--- config.mk ---
export PLATFORM = sky130hd
export DESIGN_NAME = crc16_byte_update_flat
export DESIGN_NICKNAME = d
export VERILOG_FILES = /design/src/rtl/crc16u_pkg.sv /design/src/rtl/crc16u_in_if.sv /design/src/rtl/crc16u_out_if.sv /design/src/rtl/crc16u_cell.sv /design/src/rtl/crc16_byte_update.sv /design/src/flat_wrapper.sv
export VERILOG_INCLUDE_DIRS = /design/src /design/src/rtl
export SDC_FILE = /design/constraint.sdc
export NUM_CORES = 1
export LEC_CHECK = 0
export BUFFER_PORTS_ARGS = -buffer_cell sky130_fd_sc_hd__buf_2
export CORE_MARGIN = 5
export CORE_UTILIZATION = 45
export CTS_BUF_LIST = sky130_fd_sc_hd__clkbuf_4 sky130_fd_sc_hd__clkbuf_8
export DETAILED_ROUTE_END_ITERATION = 8
export GPL_TIMING_DRIVEN = 0
export HOLD_SLACK_MARGIN = 0.12
export PLACE_DENSITY = 0.74
export SLEW_MARGIN = 20
export SYNTH_ARGS = -nofsm -noshare
export SYNTH_HDL_FRONTEND = slang
export SYNTH_SLANG_ARGS = --single-unit
--- constraint.sdc ---
create_clock -name clk -period 6.3 [get_ports clk]
set_input_delay 1.26 -clock clk [delete_from_list [all_inputs] [get_ports clk]]
set_output_delay 1.26 -clock clk [all_outputs]
set_load 0.02 [all_outputs]
--- src/rtl/crc16_byte_update_defines.svh ---
// Assertion macros shared by the RTL.
`ifndef CRC16_BYTE_UPDATE_DEFINES_SVH
`define CRC16_BYTE_UPDATE_DEFINES_SVH

// Same-cycle implication, checked out of reset.
`define CRC16U_ASSERT_SAME(label, clk, rst_n, ante, cons, msg) \
    label: assert property (@(posedge clk) disable iff (!rst_n) (ante) |-> (cons)) \
        else $error(msg);

// Next-cycle implication, checked out of reset.
`define CRC16U_ASSERT_NEXT(label, clk, rst_n, ante, cons, msg) \
    label: assert property (@(posedge clk) disable iff (!rst_n) (ante) |=> (cons)) \
        else $error(msg);

`endif

--- src/rtl/crc16u_pkg.sv ---
package crc16u_pkg;

    typedef logic [15:0] crc_t;
    typedef logic [7:0]  byte_t;
    typedef logic [1:0]  func_t;

    localparam func_t FUNC_CONTINUE     = 2'd0;
    localparam func_t FUNC_RESTART      = 2'd1;
    localparam func_t FUNC_RESTART_ONLY = 2'd2;

    localparam crc_t  CRC_INIT   = 16'hFFFF;
    localparam crc_t  CRC_XOROUT = 16'hFFFF;
    localparam crc_t  POLY_RESET = 16'h1021;
    localparam int    BYTE_BITS  = 8;

endpackage

--- src/rtl/crc16u_in_if.sv ---
interface crc16u_in_if;

    logic                 valid;
    logic                 ready;
    crc16u_pkg::func_t    func;
    crc16u_pkg::byte_t    data_byte;

    modport source (output valid, output func, output data_byte, input ready);
    modport sink   (input valid, input func, input data_byte, output ready);

endinterface

--- src/rtl/crc16u_out_if.sv ---
interface crc16u_out_if;

    logic               valid;
    logic               ready;
    crc16u_pkg::crc_t   crc_out;

    modport source (output valid, output crc_out, input ready);
    modport sink   (input valid, input crc_out, output ready);

endinterface

--- src/rtl/crc16u_cell.sv ---
module crc16u_cell
(
    input  crc16u_pkg::crc_t poly,
    input  crc16u_pkg::crc_t vin,
    output crc16u_pkg::crc_t vout
);
    import crc16u_pkg::*;

    crc_t shifted;

    // shift MSB-first, fold in the polynomial when the top bit leaves
    assign shifted = {vin[14:0], 1'b0};
    assign vout    = vin[15] ? (shifted ^ poly) : shifted;

endmodule

--- src/rtl/crc16_byte_update.sv ---
// Channel   Role     Payload                 Beat
// data_ch   sink     func[1:0], data_byte    one byte or restart command
// crc_ch    source   crc_out[15:0]           running CRC, inverted
// cfg       write    cfg_wr_data[15:0]       polynomial, restarts the CRC
//
// One beat in, one beat out; a beat is accepted every cycle while the skid
// entry is empty. A row of eight shift cells forms the table entry and the
// CRC register closes the loop in the same cycle; the result is registered.
// Reset sets the polynomial to 0x1021 and the CRC to 0xFFFF.
// A two-entry output stage takes one more beat while crc_ch stalls.

`include "crc16_byte_update_defines.svh"

module crc16_byte_update
(
    input  logic               clk,
    input  logic               rst_n,
    crc16u_in_if.sink          data_ch,
    crc16u_out_if.source       crc_ch,
    input  logic               cfg_wr_en,
    input  crc16u_pkg::crc_t   cfg_wr_data
);
    import crc16u_pkg::*;

    crc_t  poly_reg;
    crc_t  crc_reg;
    crc_t  crc_next;
    crc_t  out_reg;
    crc_t  out_next;
    crc_t  skid_reg;
    crc_t  skid_next;
    logic  out_valid_reg;
    logic  out_valid_next;
    logic  skid_valid_reg;
    logic  skid_valid_next;

    crc_t  base;
    crc_t  folded;
    crc_t  stage [0:BYTE_BITS];
    logic  accept;
    logic  out_fire;

    assign data_ch.ready  = !skid_valid_reg;
    assign accept         = data_ch.valid && data_ch.ready;
    assign crc_ch.valid   = out_valid_reg;
    assign crc_ch.crc_out = out_reg;
    assign out_fire       = out_valid_reg && crc_ch.ready;

    assign base     = (data_ch.func == FUNC_RESTART) ? CRC_INIT : crc_reg;
    assign stage[0] = {base[7:0] ^ data_ch.data_byte, 8'h00};

    genvar k;
    generate
        for (k = 0; k < BYTE_BITS; k++)
        begin : g_cell
            crc16u_cell u_cell
            (
                .poly (poly_reg),
                .vin  (stage[k]),
                .vout (stage[k+1])
            );
        end
    endgenerate

    assign folded = stage[BYTE_BITS] ^ {8'h00, base[15:8]};

    always_comb
    begin
        case (data_ch.func)
            FUNC_CONTINUE: crc_next = folded;
            FUNC_RESTART:  crc_next = folded;
            default:       crc_next = CRC_INIT;
        endcase
    end

    always_comb
    begin
        out_next        = out_reg;
        out_valid_next  = out_valid_reg;
        skid_next       = skid_reg;
        skid_valid_next = skid_valid_reg;
        if (accept)
        begin
            if (!out_valid_reg || crc_ch.ready)
            begin
                out_next       = crc_next ^ CRC_XOROUT;
                out_valid_next = 1'b1;
            end
            else
            begin
                skid_next       = crc_next ^ CRC_XOROUT;
                skid_valid_next = 1'b1;
            end
        end
        else if (out_fire)
        begin
            if (skid_valid_reg)
            begin
                out_next        = skid_reg;
                skid_valid_next = 1'b0;
            end
            else
            begin
                out_valid_next = 1'b0;
            end
        end
    end

    always_ff @(posedge clk or negedge rst_n)
    begin
        if (!rst_n)
        begin
            poly_reg       <= POLY_RESET;
            crc_reg        <= CRC_INIT;
            out_valid_reg  <= 1'b0;
            skid_valid_reg <= 1'b0;
        end
        else
        begin
            out_valid_reg  <= out_valid_next;
            skid_valid_reg <= skid_valid_next;
            if (cfg_wr_en)
            begin
                poly_reg <= cfg_wr_data;
                crc_reg  <= CRC_INIT;
            end
            else if (accept)
            begin
                crc_reg <= crc_next;
            end
        end
    end

    always_ff @(posedge clk)
    begin
        out_reg  <= out_next;
        skid_reg <= skid_next;
    end

    `CRC16U_ASSERT_SAME(a_skid_behind_out, clk, rst_n, skid_valid_reg, out_valid_reg, "skid full with output empty")
    `CRC16U_ASSERT_NEXT(a_stall_fills_skid, clk, rst_n, accept && out_valid_reg && !crc_ch.ready, skid_valid_reg, "stalled beat not held in skid")
    `CRC16U_ASSERT_NEXT(a_restart_only, clk, rst_n, accept && (!out_valid_reg || crc_ch.ready) && data_ch.func != FUNC_CONTINUE && data_ch.func != FUNC_RESTART, crc_reg == CRC_INIT && out_reg == 16'h0000, "restart only did not clear the CRC")
    `CRC16U_ASSERT_NEXT(a_cfg_restart, clk, rst_n, cfg_wr_en, crc_reg == CRC_INIT && poly_reg == $past(cfg_wr_data), "polynomial write did not restart the CRC")

endmodule
--- src/flat_wrapper.sv ---
// flat-port wrapper written by rule: the top's interface ports become plain ports
module crc16_byte_update_flat import crc16u_pkg::*;
  (clk, rst_n, cfg_wr_en, cfg_wr_data, data_ch_valid, data_ch_func, data_ch_data_byte, data_ch_ready, crc_ch_valid, crc_ch_crc_out, crc_ch_ready);
  crc16u_in_if data_ch_i ();
  crc16u_out_if crc_ch_i ();
  input  logic clk;
  input  logic rst_n;
  input  logic cfg_wr_en;
  input  crc16u_pkg::crc_t cfg_wr_data;
  input wire logic [$bits(data_ch_i.valid)-1:0] data_ch_valid;
  input wire logic [$bits(data_ch_i.func)-1:0] data_ch_func;
  input wire logic [$bits(data_ch_i.data_byte)-1:0] data_ch_data_byte;
  output wire logic [$bits(data_ch_i.ready)-1:0] data_ch_ready;
  output wire logic [$bits(crc_ch_i.valid)-1:0] crc_ch_valid;
  output wire logic [$bits(crc_ch_i.crc_out)-1:0] crc_ch_crc_out;
  input wire logic [$bits(crc_ch_i.ready)-1:0] crc_ch_ready;
  assign data_ch_i.valid = data_ch_valid;
  assign data_ch_i.func = data_ch_func;
  assign data_ch_i.data_byte = data_ch_data_byte;
  assign data_ch_ready = data_ch_i.ready;
  assign crc_ch_valid = crc_ch_i.valid;
  assign crc_ch_crc_out = crc_ch_i.crc_out;
  assign crc_ch_i.ready = crc_ch_ready;
  crc16_byte_update u_core (.clk(clk), .rst_n(rst_n), .data_ch(data_ch_i), .crc_ch(crc_ch_i), .cfg_wr_en(cfg_wr_en), .cfg_wr_data(cfg_wr_data));
endmodule
==> results of run 1 <==
## layer usage
metal	GRT usage, %	routed length (um)	vias up
li1	-	-	2958
met1	34.2	8430	3037
met2	37.8	8990	402
met3	4.52	2220	59
met4	10.5	726	0
met5	0	0	-
## cell usage in the layout, fill, tap and decap left out, drive strengths merged, types with 28 or more instances in the layout
| master | Yosys | final |
|---|---|---|
| nand3 | 28 | 28 |
| a21oi | 32 | 32 |
| o21ai | 81 | 81 |
| xnor2 | 41 | 41 |
| nor3 | 31 | 31 |
| nand2 | 86 | 86 |
| edfxtp | 32 | 32 |
| clkbuf | 48 | 58 |
| buf | 17 | 65 |
| nor2 | 74 | 74 |
## worst max path at each step
stage	slack, ns	depth (start not counted)	endpoint
6_report	0.50	17	u_core.crc_ch.crc_out[6]
5_1_grt	0.20	17	u_core.crc_ch.crc_out[6]
4_1_cts	0.60	17	u_core.crc_ch.crc_out[6]
3_5_place_dp	0.23	17	u_core.crc_ch.crc_out[6]
3_3_place_gp	0.23	17	u_core.crc_ch.crc_out[6]
2_1_floorplan	1.05	17	u_core.crc_ch.crc_out[6]
## per-stage QoR
step | util [%] | cell area (um2) | setup WS (ns)
floorplan | - | 6310 | 1.05
global placement | 49.0 | 6770 | 0.231
detailed placement | 49.1 | 6790 | 0.229
CTS | 50.7 | 7010 | 0.600
global route | 50.7 | 7010 | 0.197
finish | 50.7 | 7010 | 0.504
## cell type report
cell class | count | area (um2) | area share [%]
repair buffers | 48 | 246 | 3.51
plain buffers | 65 | 293 | 4.17
clock inverters | 6 | 90.1 | 1.28
multi-input cells | 607 | 4130 | 58.9
inverters | 17 | 63.8 | 0.910
flip-flops and latches | 66 | 1840 | 26.2
clock buffers | 10 | 131 | 1.87
well taps | 180 | 225 | 3.21
## worst register-to-register path: stages, from the launching register on
cell and delay [ns]:
dfstp_2 0.52, clkbuf_1 0.43, o21ai_1 0.21, a2111oi_0 0.62, or4_4 0.25, nand2_2 0.14, or3_1 0.43, a41oi_2 0.45
nand4_1 0.33, a21oi_4 0.38, clkbuf_1 0.46, nor3_1 0.12, o21ai_1 0.25, nand3_1 0.16, a221o_1 0.36
## power groups by stage
| stage | combinational [mW] | clock [mW] | sequential, mW |
|---|---|---|---|
| final | 3.06 | 0.417 | 0.725 |
| after detailed placement | 2.97 | 0 | 0.734 |
| after CTS | 2.98 | 0.420 | 0.726 |
| after global placement | 2.92 | 0 | 0.730 |
| after floorplan | 2.23 | 0 | 0.789 |
| after global routing | 3.28 | 0.440 | 0.737 |
## kinds of logic after synthesis
logic type,Yosys count
AO/OA/AOI/OAI,269
multiplexers,8
XOR/XNOR,68
AND/OR/NAND/NOR,262
flip-flops,66
buffers and inverters,82
==> results.txt, run 1 <==
crit path launch type -> primary input
Max Root-Sink Buffers -> 2
Synth Area in Simple Gates -> 20.4%
CP dominant cell by count -> o21ai_1
WHS -> 0.518 ns
leading area contributor after synthesis -> edfxtp_1
most frequent cell after synthesis -> nand2_1
R2R setup slack -> 0.95 ns
multiplexer share of the synthesized area -> 1.37%
Logic pwr share -> 72.8%
Worst Path Required -> 6.41 ns
initial antenna violation count -> 0
vias in the first global route -> 5,959
syn_nets -> 786
FF-to-FF path depth -> 14
clk sink count -> 66
Yosys top cell area share -> 15.2%
DIE HEIGHT -> 128 um
Critical Path AT -> 5.91 ns
critical path peak fanout -> 10
CTS Buf Count -> 9
layout cells sized above 1 -> 19.5%
final hold violations -> 0
Post-CTS Resized -> 0
largest family of logic cells by synthesized area -> compound AO/OA/AOI/OAI gates
Synth Area in Adders -> 0%
Max-Cap Viols -> 0
Setup Skew -> 0.0130 ns
Seq/Total Area, Yosys -> 29.1%
outcome -> finished clean
clock transition at the registers of the reported paths -> 0.09 ns
Total GRT Usage -> 24.7%
post-synthesis xor/xnor area fraction -> 10.7%
Post-Synthesis Cells -> 755
Worst Setup End Kind -> flip-flop
Die W -> 128 um
Slew Limit Fails -> 0
CTS tree -> yes
Setup Crit Path Kind -> in -> reg
Final setup viols -> 0
Top FF cell, synth -> edfxtp_1
Ys Warns -> 0
Power Density -> 599 nW/um2
Iteration-0 DRC Markers -> 742
CP Cell Sequence -> buf_2 > nor2b_2 > buf_6 > nor3_2 > o21ai_1 > a211oi_2 > o21a_2 > nor2_8 > xnor3_1 > and2_4 > nand4_1 > a21oi_4 > clkbuf_1 > nor3_1 > o21ai_1 > nand3_1 > a221o_1
Critical path buffers and inverters -> 3
area delta synth->final -> 11.1%
Sw Share -> 51.4%
kind of cell adding the most delay to the critical path -> compound AO/OA/AOI/OAI gates
1st-pass router iterations -> 5
relative slew slack -> 44.0%
Post-CTS Setup Bufs -> 0
RSZ-0062 raised after global routing -> false
global route total overflow -> 0
Synth async-reset ratio -> 51.5%
Fmax -> 173 MHz
Rows -> 43
die area -> 16,500 um2
crit path launch -> data_ch_func[0]
maximum vdd ir drop -> 0.199 mV
most frequent cells after synthesis -> 84 x nand2_1, 73 x nor2_1, 60 x o21ai_0
mean area per synthesized cell -> 8.36 um2
EDFF count, synth -> 32
DP Wirelength -> 15,500 um
DR DRC count -> 0
worst hold stages -> 1
nets@finish -> 845
CP max-delay cell -> a211oi_2
Pleak -> 2.52 nW
Fin Setup TNS -> 0 ns
crit-path max cell delay -> 0.51 ns
io pins -> 49
H-tree levels -> 3
GPL Wtd Cong -> 0.946
Detail Route Antenna Nets -> 0
Compound-Gate Fraction of Synth Area -> 32.8%
Worst-Skew Late Latency -> 0.37 ns
Unique masters post-synth -> 92
Via Count -> 6,456
clock network power share -> 9.9%
mapped cell area -> 6310 um2
post-cts hold buffer count -> 0
clk root buf -> clkbuf_8
Synth Register Bits -> 66
PortBufs -> 47
Vias per Instance -> 6.46
Initial Util -> 45.7%
pin count of the biggest net entering global routing -> 35
Non-Filler Instances -> 999
dpl cells -> 983
Worst-Margin Slew -> 0.840 ns
Core ar. -> 13,800 um2
Worst Hold Launch -> u_core.crc_reg[14]
Int Power -> 2.04 mW
ranking of synthesized cells by area -> edfxtp_1 15%, dfstp_2 7.9%, dfrtp_1 5.9%
Tmin final -> 5.80 ns
average wire per standard cell -> 20.4 um
Final period util -> 92.0%
reg2reg end -> u_core.crc_ch.crc_out[6]
hold endpoint -> u_core.crc_reg[14]
total power -> 4.20 mW
Total Routed Length -> 20,400 um
hold crit path type -> reg -> reg
sequential share of power -> 17.3%
# fillers -> 1,348
Diodes inserted -> 0
Psw -> 2.16 mW
first-pass GRT wire length -> 32,500 um
r2r startpoint -> u_core.crc_reg[7]
No activity file was read; power rests on OpenSTA's default activity.
==> run 2: changes to the inputs <==
Settings changed: SLEW_MARGIN 20 to unset.
Clock period 6.3 ns to 6.6 ns, I/O delays scaled along.
==> results.txt, run 2 (synthesis results as in run 1) <==
r2r startpoint -> u_core.crc_reg[7]
DP Wirelength -> 15,500 um
global route total overflow -> 0
Fin Setup TNS -> 0 ns
die area -> 16,500 um2
Pleak -> 2.52 nW
vias in the first global route -> 5,866
Power Density -> 570 nW/um2
worst hold stages -> 1
Critical Path AT -> 6.04 ns
pin count of the biggest net entering global routing -> 35
average wire per standard cell -> 20.4 um
Setup Crit Path Kind -> in -> reg
PortBufs -> 47
commonest non-fill, non-tap cell in the layout -> nand2_1
Post-CTS Setup Bufs -> 0
Vias per Instance -> 6.41
crit-path max cell delay -> 0.49 ns
critical path peak fanout -> 10
Worst Hold Launch -> u_core.crc_reg[14]
Slew Limit Fails -> 0
area delta synth->final -> 11.1%
final hold violations -> 0
Sw Share -> 51.3%
reg2reg end -> u_core.crc_ch.crc_out[6]
DR DRC count -> 0
Final period util -> 89.8%
crit path launch type -> primary input
Detail Route Antenna Nets -> 0
Rows -> 43
relative slew slack -> 15.5%
Core ar. -> 13,800 um2
layout cells sized above 1 -> 19.4%
Iteration-0 DRC Markers -> 748
Fmax -> 169 MHz
Die W -> 128 um
Worst-Margin Slew -> 1.26 ns
Final setup viols -> 0
CTS Buf Count -> 9
Diodes inserted -> 0
Setup Skew -> 0.0135 ns
Psw -> 2.05 mW
Logic pwr share -> 72.8%
post-cts hold buffer count -> 0
Int Power -> 1.95 mW
Total Routed Length -> 20,400 um
Worst Path Required -> 6.71 ns
CTS tree -> yes
DIE HEIGHT -> 128 um
hold crit path type -> reg -> reg
H-tree levels -> 3
Via Count -> 6,403
clock network power share -> 9.9%
Max-Cap Viols -> 0
clk root buf -> clkbuf_8
Initial Util -> 45.7%
most frequent cells in the layout -> 84 x nand2_1, 73 x nor2_1, 60 x o21ai_0
clk sink count -> 66
io pins -> 49
Finished Cell Area -> 7010 um2
Post-CTS Resized -> 0
# fillers -> 1,356
Tmin final -> 5.93 ns
RSZ-0062 raised after global routing -> false
1st-pass router iterations -> 6
initial antenna violation count -> 0
maximum vdd ir drop -> 0.191 mV
Max Root-Sink Buffers -> 2
R2R setup slack -> 1.19 ns
CP Cell Sequence -> buf_2 > nor2b_2 > or3_1 > buf_2 > a211oi_4 > a21oi_1 > o211ai_1 > xor2_1 > a21oi_1 > a41oi_2 > nand4_1 > a21oi_4 > clkbuf_1 > nor3_1 > o21ai_1 > nand3_1 > a221o_1
GPL Wtd Cong -> 0.946
Total GRT Usage -> 24.7%
FF-to-FF path depth -> 14
sequential share of power -> 17.3%
Worst-Skew Late Latency -> 0.37 ns
first-pass GRT wire length -> 32,300 um
nets@finish -> 845
hold endpoint -> u_core.crc_reg[14]
CP max-delay cell -> clkbuf_1
outcome -> finished clean
Worst Setup End Kind -> flip-flop
clock transition at the registers of the reported paths -> 0.09 ns
Post-DP Area -> 6790 um2
-- run 2: cell counts in the layout (fill, tap and decap cells not counted) --
No cell type changed its count.
-- run 2: metrics by stage --
step,utilization (%),worst slack (ns),hold WS (ns),std cells,power [mW]
3_3_place_gp,49.0,0.471,0.501,982,3.48
2_1_floorplan,-,1.29,0.489,755,2.88
4_1_cts,50.7,0.817,0.521,999,3.94
6_report,50.7,0.673,0.519,999,4.00
5_1_grt,50.7,0.429,0.528,999,4.25
3_5_place_dp,49.1,0.464,0.508,983,3.53
-- run 2: power groups by stage --
stage / logic, mW / registers [mW] / clock network, mW
detailed placement: 2.83 / 0.701 / 0
CTS: 2.84 / 0.694 / 0.403
finish: 2.91 / 0.692 / 0.396
global placement: 2.79 / 0.697 / 0
global route: 3.12 / 0.705 / 0.419
floorplan: 2.12 / 0.753 / 0
-- run 2: how the worst max path moves through the flow --
stage	startpoint	to	slack [ns]	cells after the start
after floorplan	data_ch_func[1]	u_core.crc_ch.crc_out[6]	1.29	17
after global placement	data_ch_func[0]	u_core.crc_ch.crc_out[6]	0.47	17
after detailed placement	data_ch_func[0]	u_core.crc_ch.crc_out[6]	0.46	17
after CTS	data_ch_func[0]	u_core.crc_ch.crc_out[6]	0.82	17
after global routing	data_ch_func[0]	u_core.crc_ch.crc_out[6]	0.43	17
final	data_ch_func[0]	u_core.crc_ch.crc_out[6]	0.67	17
-- run 2: layout make-up --
class	instances	area, um2	area share (%)
buffer	65	293	4.18
multi-input combinational	607	4130	58.9
tap	180	225	3.21
timing repair buffer	48	246	3.52
clock inverter	6	90.1	1.28
sequential	66	1840	26.2
inverter	17	63.8	0.910
clock buffer	10	131	1.87
-- run 2: per-layer routing --
layer / part of all wire [%] / up-vias / GRT usage [%] / wire length [um]
met5: 0 / - / 0 / 0
met4: 3.5 / 0 / 10.2 / 720
met3: 9.9 / 62 / 4.94 / 2010
met2: 44 / 384 / 38.1 / 9050
met1: 42 / 2996 / 33.8 / 8600
li1: - / 2961 / - / -
-- run 2: critical path, delay by kind of cell --
kind | cells | cell delay [ns]
compound gates | 8 | 2.41
buf+inv | 3 | 0.81
xor+xnor | 1 | 0.37
simple gates | 5 | 1.10
==> run 3: changes to the inputs <==
Settings changed: ABC_AREA set to 1.
==> results.txt, run 3 <==
crit-path max cell delay -> 0.21 ns
CP dominant cell by count -> nand2_1
average wire per standard cell -> 14.1 um
pre-CTS WS -> 1.88 ns
first-pass GRT wire length -> 20,800 um
clk sink count -> 66
Post-CTS Setup Bufs -> 0
commonest non-fill, non-tap cell in the layout -> nand2_1
final hold violations -> 0
Max-Cap Viols -> 0
CP max-delay cell -> nand4_1
mean area per synthesized cell -> 7.16 um2
Worst Setup End Kind -> flip-flop
post-synthesis xor/xnor area fraction -> 12.9%
Critical Path AT -> 4.49 ns
global route total overflow -> 0
Core ar. -> 10,800 um2
Max Root-Sink Buffers -> 2
mapped cell area -> 4980 um2
most frequent cells after synthesis -> 250 x nand2_1, 59 x inv_1, 57 x nor2_1
DR DRC count -> 0
nets@finish -> 785
Iteration-0 DRC Markers -> 330
Worst Path Required -> 6.71 ns
leading area contributor after synthesis -> edfxtp_1
Diodes inserted -> 0
Fin Setup TNS -> 0 ns
largest family of logic cells by synthesized area -> simple AND/OR/NAND/NOR gates
vias in the first global route -> 4,217
Top FF cell, synth -> edfxtp_1
outcome -> finished clean
PortBufs -> 48
Ys Warns -> 0
Vias per Instance -> 5.06
Compound-Gate Fraction of Synth Area -> 4.93%
Via Count -> 4,552
io pins -> 49
kind of cell adding the most delay to the critical path -> simple AND/OR/NAND/NOR gates
Final period util -> 66.3%
critical path peak fanout -> 10
RSZ-0062 raised after global routing -> false
Post-DP Area -> 5390 um2
Setup Skew -> 0.00829 ns
Slew Limit Fails -> 0
Post-Synthesis Cells -> 695
Tmin final -> 4.38 ns
Setup Crit Path Kind -> in -> reg
Worst-Skew Late Latency -> 0.37 ns
Post-CTS Resized -> 0
Worst Hold Launch -> u_core.skid_reg[8]
FF-to-FF path depth -> 29
most frequent cells in the layout -> 250 x nand2_1, 59 x inv_1, 57 x buf_2, 57 x nor2_1, 53 x nand3_1
crit path launch type -> primary input
Synth Area in Adders -> 0%
Initial Util -> 45.9%
Fmax -> 228 MHz
reg2reg end -> u_core.crc_ch.crc_out[6]
Synth async-reset ratio -> 51.5%
worst hold stages -> 2
Total GRT Usage -> 20.0%
Unique masters post-synth -> 34
ranking of synthesized cells by area -> edfxtp_1 19%, nand2_1 19%, dfstp_2 10%
area delta synth->final -> 12.4%
syn_nets -> 726
Total Routed Length -> 12,700 um
pin count of the biggest net entering global routing -> 35
Pleak -> 2.74 nW
Synth Area in Simple Gates -> 37.2%
GPL Wtd Cong -> 0.892
Non-Filler Instances -> 899
CTS Buf Count -> 9
relative slew slack -> 17.9%
Worst-Margin Slew -> 1.23 ns
hold crit path type -> reg -> reg
WHS -> 0.523 ns
# fillers -> 1,093
1st-pass router iterations -> 5
die area -> 13,300 um2
DIE HEIGHT -> 115 um
Power Density -> 284 nW/um2
Critical path buffers and inverters -> 6
R2R setup slack -> 2.88 ns
Finished Cell Area -> 5590 um2
most frequent cell after synthesis -> nand2_1
initial antenna violation count -> 0
Final Util -> 51.6%
Detail Route Antenna Nets -> 0
dpl cells -> 883
Seq/Total Area, Yosys -> 36.9%
H-tree levels -> 3
layout cells sized above 1 -> 16.7%
CTS tree -> yes
EDFF count, synth -> 32
maximum vdd ir drop -> 0.142 mV
Final setup viols -> 0
Rows -> 38
Synth Register Bits -> 66
multiplexer share of the synthesized area -> 0%
Yosys top cell area share -> 19.3%
r2r startpoint -> u_core.crc_reg[7]
clock transition at the registers of the reported paths -> 0.08 ns
total power -> 1.59 mW
clk root buf -> clkbuf_8
DP Wirelength -> 9750 um
post-cts hold buffer count -> 0
Die W -> 115 um
slack of the critical path -> 2.22 ns
hold endpoint -> u_core.crc_ch.crc_out[8]
run 3: cell count changes in the layout (fill, tap and decap cells not counted), moves of 14 or more:
| cell | previous run | this run |
|---|---|---|
| a211oi_1 | 19 | 0 |
| o31ai_1 | 14 | 0 |
| inv_1 | 14 | 59 |
| nand3_1 | 27 | 53 |
| nor2_1 | 73 | 57 |
| a211o_1 | 14 | 0 |
| nand4_1 | 3 | 17 |
| nand2_1 | 84 | 250 |
| a21oi_1 | 29 | 0 |
| o21ai_0 | 60 | 19 |
| clkbuf_1 | 48 | 11 |
| nor3_1 | 27 | 0 |
run 3: where the power goes:
group	switching [mW]	leakage, nW	internal [mW]
registers	0.0128	0.670	0.454
clock network	0.184	0.100	0.178
logic	0.467	1.97	0.294
run 3: cell families after synthesis:
group                     Yosys count
AOI/OAI and AO/OA                  42
and+or+nand+nor                   423
DFF                                66
buffers and inverters              92
xor gates and xnor gates           72
run 3: worst register-to-register path: cells and delay by family, from the launching register on:
family,cells,cell delay [ns]
buffers and inverters,5,0.49
DFF,1,0.54
and+or+nand+nor,24,2.42
run 3: how the worst max path moves through the flow:
stage	from	end	slack [ns]	cells past startpoint
2_1_floorplan	data_ch_func[1]	u_core.skid_reg[13]	2.64	32
6_report	data_ch_func[1]	u_core.crc_ch.crc_out[6]	2.22	32
3_5_place_dp	data_ch_func[1]	u_core.crc_ch.crc_out[6]	1.88	32
5_1_grt	data_ch_func[1]	u_core.crc_ch.crc_out[6]	1.93	31
3_3_place_gp	data_ch_func[1]	u_core.crc_ch.crc_out[6]	1.95	32
4_1_cts	data_ch_func[1]	u_core.crc_ch.crc_out[6]	2.27	32
run 3: area by class of cell:
type	count	area (um2)	area share, %
multi-input cells	537	2740	49.0
flip-flops and latches	66	1840	32.8
repair buffers	48	240	4.29
inverters	63	239	4.27
well taps	140	175	3.13
plain buffers	29	161	2.89
clock buffers	9	124	2.21
clock inverters	7	77.6	1.39
run 3: metal layers:
metal | GRT usage [%] | up-vias | routed length (um)
li1 | - | 2313 | -
met1 | 27.5 | 2061 | 5960
met2 | 32.0 | 158 | 5580
met3 | 3.63 | 20 | 878
met4 | 6.49 | 0 | 266
met5 | 0 | - | 0
